<file path="src/rtl/ial_pkg.sv">
`timescale 1ns / 1ps
// Package for the indexed array list: field widths, operation and status codes,
// sequencer state type and the control word handed to the storage cells.
// No dependencies.
package ial_pkg;

	localparam int FUNC_W = 2;
	localparam int POS_W  = 6;
	localparam int VAL_W  = 32;
	localparam int STAT_W = 2;
	localparam int MPOS_W = 5;
	localparam int CAP_W  = 6;

	localparam logic [FUNC_W-1:0] FN_INSERT = 2'd0;
	localparam logic [FUNC_W-1:0] FN_POP    = 2'd1;
	localparam logic [FUNC_W-1:0] FN_SEARCH = 2'd2;

	localparam logic [STAT_W-1:0] STAT_OK    = 2'd0;
	localparam logic [STAT_W-1:0] STAT_RANGE = 2'd1;
	localparam logic [STAT_W-1:0] STAT_FULL  = 2'd2;

	localparam logic [CAP_W-1:0] CAP_RESET = 6'd32;

	typedef enum logic {
		ST_IDLE,
		ST_SCAN
	} state_t;

	typedef struct packed {
		logic               ins;    // insert at pos, shift later cells up
		logic               pop;    // remove at pos, shift later cells down
		logic               load;   // capture match flags for a search
		logic               shift;  // move match flags one cell toward the head
		logic [POS_W-1:0]   pos;
		logic [VAL_W-1:0]   value;
	} cell_ctrl_t;

endpackage

</file>
<file path="src/rtl/ial_if.sv">
`timescale 1ns / 1ps
// Valid/ready channel interfaces for the command and response words.
// Depends on ial_pkg.
interface ial_cmd_if;
	import ial_pkg::*;
	logic                     valid;
	logic                     ready;
	logic [FUNC_W-1:0]        func;
	logic [POS_W-1:0]         position;
	logic signed [VAL_W-1:0]  value;

	modport source (output valid, func, position, value, input ready);
	modport sink   (input valid, func, position, value, output ready);
endinterface

interface ial_rsp_if;
	import ial_pkg::*;
	logic                     valid;
	logic                     ready;
	logic [STAT_W-1:0]        status;
	logic signed [VAL_W-1:0]  popped_value;
	logic                     found;
	logic [MPOS_W-1:0]        match_position;
	logic                     last;

	modport source (output valid, status, popped_value, found, match_position, last,
		input ready);
	modport sink   (input valid, status, popped_value, found, match_position, last,
		output ready);
endinterface

</file>
<file path="src/rtl/ial_cell.sv">
`timescale 1ns / 1ps
// One storage cell of the list: holds one entry and one search match flag,
// trading data with its neighbors on insert, pop and flag shift.
// Depends on ial_pkg.
module ial_cell #(
	parameter int DEPTH = 32,
	parameter int IDX   = 0
) (
	input  logic                         clk,
	input  logic                         arst_n,
	input  ial_pkg::cell_ctrl_t          ctrl,
	input  logic [$clog2(DEPTH+1)-1:0]   cnt,
	input  logic [ial_pkg::VAL_W-1:0]    left_val,
	input  logic [ial_pkg::VAL_W-1:0]    right_val,
	input  logic                         right_flag,
	output logic [ial_pkg::VAL_W-1:0]    entry,
	output logic                         flag
);
	import ial_pkg::*;

	localparam int CNT_W = $clog2(DEPTH+1);
	localparam int CMP_W = (CNT_W > POS_W) ? CNT_W : POS_W;
	localparam logic [CMP_W-1:0] IDX_X = CMP_W'(IDX);

	logic [VAL_W-1:0] entry_q;
	logic             flag_q;
	logic [CMP_W-1:0] pos_x;
	logic             at_pos;
	logic             above;

	assign pos_x  = CMP_W'(ctrl.pos);
	assign at_pos = (pos_x == IDX_X);
	assign above  = (IDX_X > pos_x);

	always_ff @(posedge clk) begin
		if (ctrl.ins) begin
			if (at_pos) begin
				entry_q <= ctrl.value;
			end else if (above) begin
				entry_q <= left_val;
			end
		end else if (ctrl.pop) begin
			if (at_pos || above) begin
				entry_q <= right_val;
			end
		end
	end

	always_ff @(posedge clk or negedge arst_n) begin
		if (!arst_n) begin
			flag_q <= 1'b0;
		end else if (ctrl.load) begin
			// entries past the end never match
			flag_q <= (entry_q == ctrl.value) && (IDX_X < CMP_W'(cnt));
		end else if (ctrl.shift) begin
			flag_q <= right_flag;
		end
	end

	assign entry = entry_q;
	assign flag  = flag_q;

endmodule

</file>
<file path="src/rtl/ial_seq.sv">
`timescale 1ns / 1ps
// Sequencer of the list: range and capacity checks, entry count, capacity
// register, search scan with one-behind pending match, response register.
// Depends on ial_pkg and ial_if.
module ial_seq #(
	parameter int DEPTH = 32
) (
	input  logic                         clk,
	input  logic                         arst_n,
	input  logic                         cfg_we,
	input  logic [ial_pkg::CAP_W-1:0]    cfg_wdata,
	ial_cmd_if.sink                      cmd,
	ial_rsp_if.source                    rsp,
	input  logic                         head_flag,
	input  logic [ial_pkg::VAL_W-1:0]    pop_data,
	output ial_pkg::cell_ctrl_t          ctrl,
	output logic [$clog2(DEPTH+1)-1:0]   cnt
);
	import ial_pkg::*;

	localparam int CNT_W = $clog2(DEPTH+1);
	localparam int CMP_W = (CNT_W > POS_W) ? CNT_W : POS_W;

	state_t             state_q, state_d;
	logic [CNT_W-1:0]   cnt_q;
	logic [CNT_W-1:0]   scan_q;
	logic [CAP_W-1:0]   cap_q;
	logic               pend_q;
	logic [MPOS_W-1:0]  pend_pos_q;

	logic               rsp_valid_q;
	logic [STAT_W-1:0]  status_q;
	logic [VAL_W-1:0]   popped_q;
	logic               found_q;
	logic [MPOS_W-1:0]  mpos_q;
	logic               last_q;

	logic               out_free;
	logic               acc;
	logic [CMP_W-1:0]   pos_x;
	logic [CMP_W-1:0]   cnt_x;
	logic               full;
	logic               scan_done;

	logic               emit;
	logic [STAT_W-1:0]  e_status;
	logic [VAL_W-1:0]   e_popped;
	logic               e_found;
	logic [MPOS_W-1:0]  e_mpos;
	logic               e_last;
	logic               ins_ok;
	logic               pop_ok;
	logic               load;
	logic               step;
	logic               pend_set;
	logic               pend_clr;

	assign out_free  = !rsp_valid_q || rsp.ready;
	assign cmd.ready = out_free && (state_q == ST_IDLE);
	assign acc       = cmd.valid && cmd.ready;
	assign pos_x     = CMP_W'(cmd.position);
	assign cnt_x     = CMP_W'(cnt_q);
	assign full      = (cnt_x >= CMP_W'(cap_q)) || (cnt_q == CNT_W'(DEPTH));
	assign scan_done = (scan_q == cnt_q);

	always_comb begin
		state_d = state_q;
		case (state_q)
			ST_IDLE: begin
				if (acc && (cmd.func == FN_SEARCH)) begin
					state_d = ST_SCAN;
				end
			end
			ST_SCAN: begin
				if (out_free && scan_done) begin
					state_d = ST_IDLE;
				end
			end
			default: state_d = ST_IDLE;
		endcase
	end

	always_comb begin
		emit     = 1'b0;
		e_status = STAT_OK;
		e_popped = '0;
		e_found  = 1'b0;
		e_mpos   = '0;
		e_last   = 1'b1;
		ins_ok   = 1'b0;
		pop_ok   = 1'b0;
		load     = 1'b0;
		step     = 1'b0;
		pend_set = 1'b0;
		pend_clr = 1'b0;
		case (state_q)
			ST_IDLE: begin
				if (acc) begin
					case (cmd.func)
						FN_INSERT: begin
							emit = 1'b1;
							if (pos_x > cnt_x) begin
								e_status = STAT_RANGE;
							end else if (full) begin
								e_status = STAT_FULL;
							end else begin
								ins_ok = 1'b1;
							end
						end
						FN_POP: begin
							emit = 1'b1;
							if (pos_x >= cnt_x) begin
								e_status = STAT_RANGE;
							end else begin
								pop_ok   = 1'b1;
								e_popped = pop_data;
							end
						end
						FN_SEARCH: begin
							load = 1'b1;
						end
						default: begin
							emit     = 1'b1;
							e_status = STAT_RANGE;
						end
					endcase
				end
			end
			ST_SCAN: begin
				if (out_free) begin
					if (scan_done) begin
						// flush the held match as the final word, or report not found
						emit     = 1'b1;
						e_found  = pend_q;
						e_mpos   = pend_q ? pend_pos_q : '0;
						pend_clr = 1'b1;
					end else begin
						step = 1'b1;
						if (head_flag) begin
							pend_set = 1'b1;
							if (pend_q) begin
								emit    = 1'b1;
								e_found = 1'b1;
								e_mpos  = pend_pos_q;
								e_last  = 1'b0;
							end
						end
					end
				end
			end
			default: ;
		endcase
	end

	always_ff @(posedge clk or negedge arst_n) begin
		if (!arst_n) begin
			state_q     <= ST_IDLE;
			cnt_q       <= '0;
			scan_q      <= '0;
			cap_q       <= CAP_RESET;
			pend_q      <= 1'b0;
			rsp_valid_q <= 1'b0;
		end else begin
			state_q <= state_d;
			if (cfg_we) begin
				cap_q <= cfg_wdata;
			end
			if (ins_ok) begin
				cnt_q <= cnt_q + 1'b1;
			end else if (pop_ok) begin
				cnt_q <= cnt_q - 1'b1;
			end
			if (load) begin
				scan_q <= '0;
			end else if (step) begin
				scan_q <= scan_q + 1'b1;
			end
			if (pend_set) begin
				pend_q <= 1'b1;
			end else if (pend_clr) begin
				pend_q <= 1'b0;
			end
			if (emit) begin
				rsp_valid_q <= 1'b1;
			end else if (rsp.ready) begin
				rsp_valid_q <= 1'b0;
			end
		end
	end

	always_ff @(posedge clk) begin
		if (pend_set) begin
			pend_pos_q <= MPOS_W'(scan_q);
		end
		if (emit) begin
			status_q <= e_status;
			popped_q <= e_popped;
			found_q  <= e_found;
			mpos_q   <= e_mpos;
			last_q   <= e_last;
		end
	end

	assign rsp.valid          = rsp_valid_q;
	assign rsp.status         = status_q;
	assign rsp.popped_value   = popped_q;
	assign rsp.found          = found_q;
	assign rsp.match_position = mpos_q;
	assign rsp.last           = last_q;

	assign cnt        = cnt_q;
	assign ctrl.ins   = ins_ok;
	assign ctrl.pop   = pop_ok;
	assign ctrl.load  = load;
	assign ctrl.shift = step;
	assign ctrl.pos   = cmd.position;
	assign ctrl.value = cmd.value;

	a_cnt_bound: assert property (@(posedge clk) disable iff (!arst_n)
		cnt_q <= CNT_W'(DEPTH))
		else $error("entry count above depth");

	a_ins_count: assert property (@(posedge clk) disable iff (!arst_n)
		ins_ok |=> (cnt_q == CNT_W'($past(cnt_q) + 1'b1)))
		else $error("insert did not grow the list");

	a_emit_free: assert property (@(posedge clk) disable iff (!arst_n)
		emit |-> out_free)
		else $error("response word overwritten");

	a_pend_scan: assert property (@(posedge clk) disable iff (!arst_n)
		pend_q |-> (state_q == ST_SCAN))
		else $error("pending match outside a scan");

	a_load_scan: assert property (@(posedge clk) disable iff (!arst_n)
		load |=> ((state_q == ST_SCAN) && (scan_q == '0)))
		else $error("search did not start a scan");

endmodule

</file>
<file path="src/rtl/indexed_array_list.sv">
`timescale 1ns / 1ps
// Insert, pop and unknown words: the response word is registered at the accept edge,
// so one such word is taken per cycle while responses drain.
// Search: match flags load at the accept edge, then one cell position is scanned per
// cycle while the response side is free; a final word flushes the held match or reports
// not found, and no command is taken until the scan ends. Reset clears the count and
// sets capacity to 32; stored entries are not cleared and need no clearing pass.
module indexed_array_list #(
	parameter int DEPTH = 32
) (
	input  logic                       clk,
	input  logic                       arst_n,
	input  logic                       cfg_we,
	input  logic [ial_pkg::CAP_W-1:0]  cfg_wdata,
	ial_cmd_if.sink                    cmd,
	ial_rsp_if.source                  rsp
);
	import ial_pkg::*;

	localparam int CNT_W = $clog2(DEPTH+1);
	localparam int IDX_W = $clog2(DEPTH);

	cell_ctrl_t          ctrl;
	logic [CNT_W-1:0]    cnt;
	logic [VAL_W-1:0]    entry [DEPTH];
	logic [DEPTH-1:0]    flag;
	logic [VAL_W-1:0]    pop_data;

	// pop reads only below the count, so the index is always in range
	assign pop_data = entry[IDX_W'(cmd.position)];

	ial_seq #(.DEPTH(DEPTH)) u_seq (
		.clk       (clk),
		.arst_n    (arst_n),
		.cfg_we    (cfg_we),
		.cfg_wdata (cfg_wdata),
		.cmd       (cmd),
		.rsp       (rsp),
		.head_flag (flag[0]),
		.pop_data  (pop_data),
		.ctrl      (ctrl),
		.cnt       (cnt)
	);

	for (genvar i = 0; i < DEPTH; i++) begin : g_cell
		logic [VAL_W-1:0] left_val;
		logic [VAL_W-1:0] right_val;
		logic             right_flag;

		if (i == 0) begin : g_head
			assign left_val = ctrl.value;
		end else begin : g_mid_l
			assign left_val = entry[i-1];
		end

		if (i == DEPTH-1) begin : g_tail
			assign right_val  = entry[i];
			assign right_flag = 1'b0;
		end else begin : g_mid_r
			assign right_val  = entry[i+1];
			assign right_flag = flag[i+1];
		end

		ial_cell #(.DEPTH(DEPTH), .IDX(i)) u_cell (
			.clk        (clk),
			.arst_n     (arst_n),
			.ctrl       (ctrl),
			.cnt        (cnt),
			.left_val   (left_val),
			.right_val  (right_val),
			.right_flag (right_flag),
			.entry      (entry[i]),
			.flag       (flag[i])
		);
	end

endmodule

</file>
<file path="src/flat_wrapper.sv">
// flat-port wrapper written by rule: the top's interface ports become plain ports
module indexed_array_list_flat import ial_pkg::*;
#(
	parameter int DEPTH = 32
)
  (clk, arst_n, cfg_we, cfg_wdata, cmd_valid, cmd_func, cmd_position, cmd_value, cmd_ready, rsp_valid, rsp_status, rsp_popped_value, rsp_found, rsp_match_position, rsp_last, rsp_ready);
  ial_cmd_if cmd_i ();
  ial_rsp_if rsp_i ();
  input  logic clk;
  input  logic arst_n;
  input  logic cfg_we;
  input  logic [ial_pkg::CAP_W-1:0] cfg_wdata;
  input wire logic [$bits(cmd_i.valid)-1:0] cmd_valid;
  input wire logic [$bits(cmd_i.func)-1:0] cmd_func;
  input wire logic [$bits(cmd_i.position)-1:0] cmd_position;
  input wire logic [$bits(cmd_i.value)-1:0] cmd_value;
  output wire logic [$bits(cmd_i.ready)-1:0] cmd_ready;
  output wire logic [$bits(rsp_i.valid)-1:0] rsp_valid;
  output wire logic [$bits(rsp_i.status)-1:0] rsp_status;
  output wire logic [$bits(rsp_i.popped_value)-1:0] rsp_popped_value;
  output wire logic [$bits(rsp_i.found)-1:0] rsp_found;
  output wire logic [$bits(rsp_i.match_position)-1:0] rsp_match_position;
  output wire logic [$bits(rsp_i.last)-1:0] rsp_last;
  input wire logic [$bits(rsp_i.ready)-1:0] rsp_ready;
  assign cmd_i.valid = cmd_valid;
  assign cmd_i.func = cmd_func;
  assign cmd_i.position = cmd_position;
  assign cmd_i.value = cmd_value;
  assign cmd_ready = cmd_i.ready;
  assign rsp_valid = rsp_i.valid;
  assign rsp_status = rsp_i.status;
  assign rsp_popped_value = rsp_i.popped_value;
  assign rsp_found = rsp_i.found;
  assign rsp_match_position = rsp_i.match_position;
  assign rsp_last = rsp_i.last;
  assign rsp_i.ready = rsp_ready;
  indexed_array_list #(.DEPTH(DEPTH)) u_core (.clk(clk), .arst_n(arst_n), .cfg_we(cfg_we), .cfg_wdata(cfg_wdata), .cmd(cmd_i), .rsp(rsp_i));
endmodule
</file>
<file path="config.mk">
export PLATFORM = sky130hd
export DESIGN_NAME = indexed_array_list_flat
export DESIGN_NICKNAME = d
export VERILOG_FILES = /design/src/rtl/ial_pkg.sv /design/src/rtl/ial_if.sv /design/src/rtl/ial_cell.sv /design/src/rtl/ial_seq.sv /design/src/rtl/indexed_array_list.sv /design/src/flat_wrapper.sv
export SDC_FILE = /design/constraint.sdc
export NUM_CORES = 2
export LEC_CHECK = 0
export BUFFER_PORTS_ARGS = -buffer_cell sky130_fd_sc_hd__buf_2
export CORE_MARGIN = 4
export CORE_UTILIZATION = 35
export CTS_CLUSTER_DIAMETER = 50
export CTS_CLUSTER_SIZE = 30
export DETAILED_ROUTE_END_ITERATION = 8
export GPL_TIMING_DRIVEN = 0
export PLACE_DENSITY = 0.51
export SLEW_MARGIN = 10
export SYNTH_ARGS = -nofsm -noshare
export SYNTH_HDL_FRONTEND = slang
export SYNTH_SLANG_ARGS = --single-unit
</file>
<file path="constraint.sdc">
create_clock -name clk -period 8.85 [get_ports clk]
set_clock_uncertainty 0.1 [all_clocks]
set_input_delay 0.4425 -clock clk [delete_from_list [all_inputs] [get_ports clk]]
set_output_delay 0.4425 -clock clk [all_outputs]
set_load 0.1 [all_outputs]
</file>
==> results.yml <==
setup_path:
  crit_path_max_fanout: 12
  criticalPathCategory: "flop to flop"
  critPathArrivalTime_ns: 8.10
  crit_path_end_kind: "flop"
  required_ns: 9.31
  crit_path_start_kind: "flop"
sta:
  timing.fmax_mhz: 131
  setup_violations: 0
  fin_crit_ns: 7.65
  layout_worst_path_cycle_share_pct: 86.4
  rsz0062_at_grt: "false"
  hold_viol_final: 0
  worst_pin_slew_ns: 1.54
  slew_viol_final: 9
  relSlewSlack_pct: -2.73
die:
  dieArea_sq_mm: 0.224
  num_io_pins: 94
  start_util_pct: 35.2
  core_region_area_sq_mm: 0.215
  die_w_um: 473
  fp-row-count: 170
  die_h_um: 473
synth:
  ys.flop_type: "edfxtp_1"
  synthDistinctLibCells: 63
  synthesis.area_sq_mm: 0.0758
  syn_inst: 6891
  synthArstFlopShare_pct: 4.72
  synth-edff-count: 1070
  synth_seq_cells: 1123
  synth_area_per_cell_sq_um: 11.0
  seq_area_frac_synth_pct: 44.1
  ys_warn_count: 0
  syn-num-nets: 6958
place:
  port_buffers: 60
  hpwl_um: 434000
  placed_area_sq_mm: 0.0832
  gp_congestion: 1.11
hold_path:
  hold_path.class: "primary input to flop"
cts:
  cts-root-buf: "clkbuf_16"
  cts_hold_buffers: 25
  clock_sinks: 1123
  clk_path_buf_depth: 3
  cts_buffers: 193
  clk_pin_slew_worst_paths_ns: 0.06
  cts_setup_buffers: 0
  cts_max_level: 4
  cts_tree: "built"
  insertion_delay_ns: 0.89
  post_cts_resized: 0
routing:
  vias: 72200
  post_drt_wl_per_cell_um: 53.6
  antenna_left: 0
  totalWireLength_um: 557000
  first_pass_iters: 9
  drc: 0
  drtIter0Drc: 13900
  via_per_inst: 6.95
grt:
  grt_usage_pct: 48.3
  antenna_found_initial: 91
  overflow: 0
  grt_max_degree: 49
  grt_pass1_wl_um: 701000
  first_global_vias: 65100
finish:
  fillCellCount: 20700
  design_area_sq_mm: 0.0905
  synthToLayoutAreaGrowth_pct: 19.4
  final_cell_mix: "nand2_1, edfxtp_1, mux2i_1"
  final_net_count: 7379
  layout_commonest_cell: "nand2_1"
  final-seq-area_sq_mm: 0.0335
  layout-drive-gt1-share_pct: 17.6
  multi_input_area_sq_mm: 0.0398
run_status:
  failed_checks: "max-capacitance violations, max-slew violations"
  outcome: "finished with violations"
flow_run:
  cap_viol_max_count: 2
power_and_ir_drop:
  powerDensity_mw_per_mm2: 204
  finalPower_w: 0.0185
  p_leak_nw: 36.3
  peakVddDrop_uv: 307
==> cells in the mapped netlist (9+ instances only) <==
library cell	count	area share, %
xnor2_1	696	8.0
nand3_1	29	0.19
buf_2	188	1.2
mux4_2	320	9.5
nor3_1	29	0.19
a22o_1	28	0.32
and2_1	12	0.099
ha_1	16	0.26
nand4_1	202	1.7
buf_4	9	0.089
nor4_1	114	0.94
a21oi_1	55	0.36
o22ai_1	16	0.13
mux2i_1	965	13
dfrtp_1	52	1.7
o21ai_0	811	5.4
nand2_1	1103	5.5
xor2_1	343	4.0
edfxtp_1	1070	42
clkbuf_1	361	1.8
buf_1	91	0.45
inv_1	13	0.064
nor2_1	63	0.31
mux2_2	33	0.49
o21ai_1	189	1.2
==> state kept, by name (all words and copies together), names as in the netlist <==
register / count
u_core.g_cell.u_cell.entry: 1024
u_core.g_cell.u_cell.flag: 32
u_core.u_seq.cap_q: 6
u_core.u_seq.cnt: 6
u_core.u_seq.pend_pos_q: 5
u_core.u_seq.pend_q: 1
u_core.u_seq.rsp.found: 1
u_core.u_seq.rsp.last: 1
u_core.u_seq.rsp.match_position: 5
u_core.u_seq.rsp.popped_value: 32
u_core.u_seq.rsp.status: 2
u_core.u_seq.rsp.valid: 1
u_core.u_seq.scan_q: 6
u_core.u_seq.state_q: 1
==> worst paths after layout <==
path / endpoint / start / slack (ns) / cells past startpoint
min in group asynchronous: u_core.u_seq.cap_q[0]$_DFFE_PN0P_ / arst_n / 0.55 / 4
max in group asynchronous: u_core.u_seq.cap_q[5]$_DFFE_PN1P_ / arst_n / 7.34 / 4
hold reg to reg: u_core.g_cell[18].u_cell.flag$_DFFE_PN0P_ / u_core.g_cell[18].u_cell.flag$_DFFE_PN0P_ / 0.42 / 1
setup / recovery: u_core.g_cell[1].u_cell.entry[25]$_DFFE_PP_ / u_core.u_seq.cnt[5]$_DFFE_PN0P_ / 1.20 / 13
setup reg to reg: u_core.g_cell[1].u_cell.entry[25]$_DFFE_PP_ / u_core.u_seq.cnt[5]$_DFFE_PN0P_ / 1.20 / 13
hold / removal: u_core.u_seq.cap_q[0]$_DFFE_PN0P_ / cfg_we / 0.28 / 3
==> power by group <==
| part | leakage (nW) | total, W | internal (W) | switching, W |
|---|---|---|---|---|
| clock network | 3.25 | 0.00816 | 0.00487 | 0.00329 |
| logic | 22.8 | 0.00401 | 0.000897 | 0.00311 |
| registers | 10.3 | 0.00631 | 0.00608 | 0.000221 |
==> per-stage QoR <==
| stage | setup slack (ns) | utilization (%) | hold slack (ns) | instances | TNS, ns |
|---|---|---|---|---|---|
| after floorplan | 2.61 | - | 0.0469 | 6891 | 0 |
| after global placement | -3.33 | 37.0 | 0.368 | 9789 | -179.17 |
| after detailed placement | 1.46 | 38.7 | 0.166 | 9929 | 0 |
| after CTS | 1.45 | 42.0 | 0.225 | 10300 | 0 |
| after global routing | 1.53 | 42.0 | 0.292 | 10300 | 0 |
| final | 1.20 | 42.1 | 0.281 | 10400 | 0 |
==> worst max-delay path, stage by stage, from the launching register on <==
cell and delay, ns:
dfrtp_1 0.65, clkbuf_1 0.67, inv_1 0.75, ha_1 0.58, and4_1 0.37, o21ai_0 0.32
o211a_1 0.21, buf_2 0.22, o211ai_4 0.78, buf_6 0.47, buf_6 0.57, buf_6 0.30
clkbuf_1 1.00, o21ai_1 0.19
==> layer usage <==
metal	GRT usage (%)	vias up	part of all wire, %
met5	1.08	-	0.098
met2	63.6	7161	39
met4	37.0	56	9.5
met3	21.7	1820	15
met1	60.8	36800	37
li1	-	26300	-
==> final cells by class <==
| cell class | count | share of cell area [%] |
|---|---|---|
| repair buffers | 226 | 3.98 |
| multi-input cells | 5098 | 44.0 |
| clock inverters | 150 | 2.04 |
| flip-flops and latches | 1123 | 37.0 |
| plain buffers | 655 | 3.31 |
| diodes | 69 | 0.191 |
| well taps | 2838 | 3.92 |
| inverters | 15 | 0.0622 |
| clock buffers | 213 | 5.51 |
==> cell families (layout without fill, tap and decap cells) <==
logic type	count (synthesis)	after routing	synth area share, %
simple gates	1586	1586	9.23
mux	1318	1318	22.7
compound gates	1139	1139	7.88
flops	1123	1123	44.1
xor+xnor	1039	1039	12.0
buf+inv	670	1259	3.73
fa+ha+maj	16	16	0.264
other cells	0	69	0
Power figures use the tool's default switching activity.
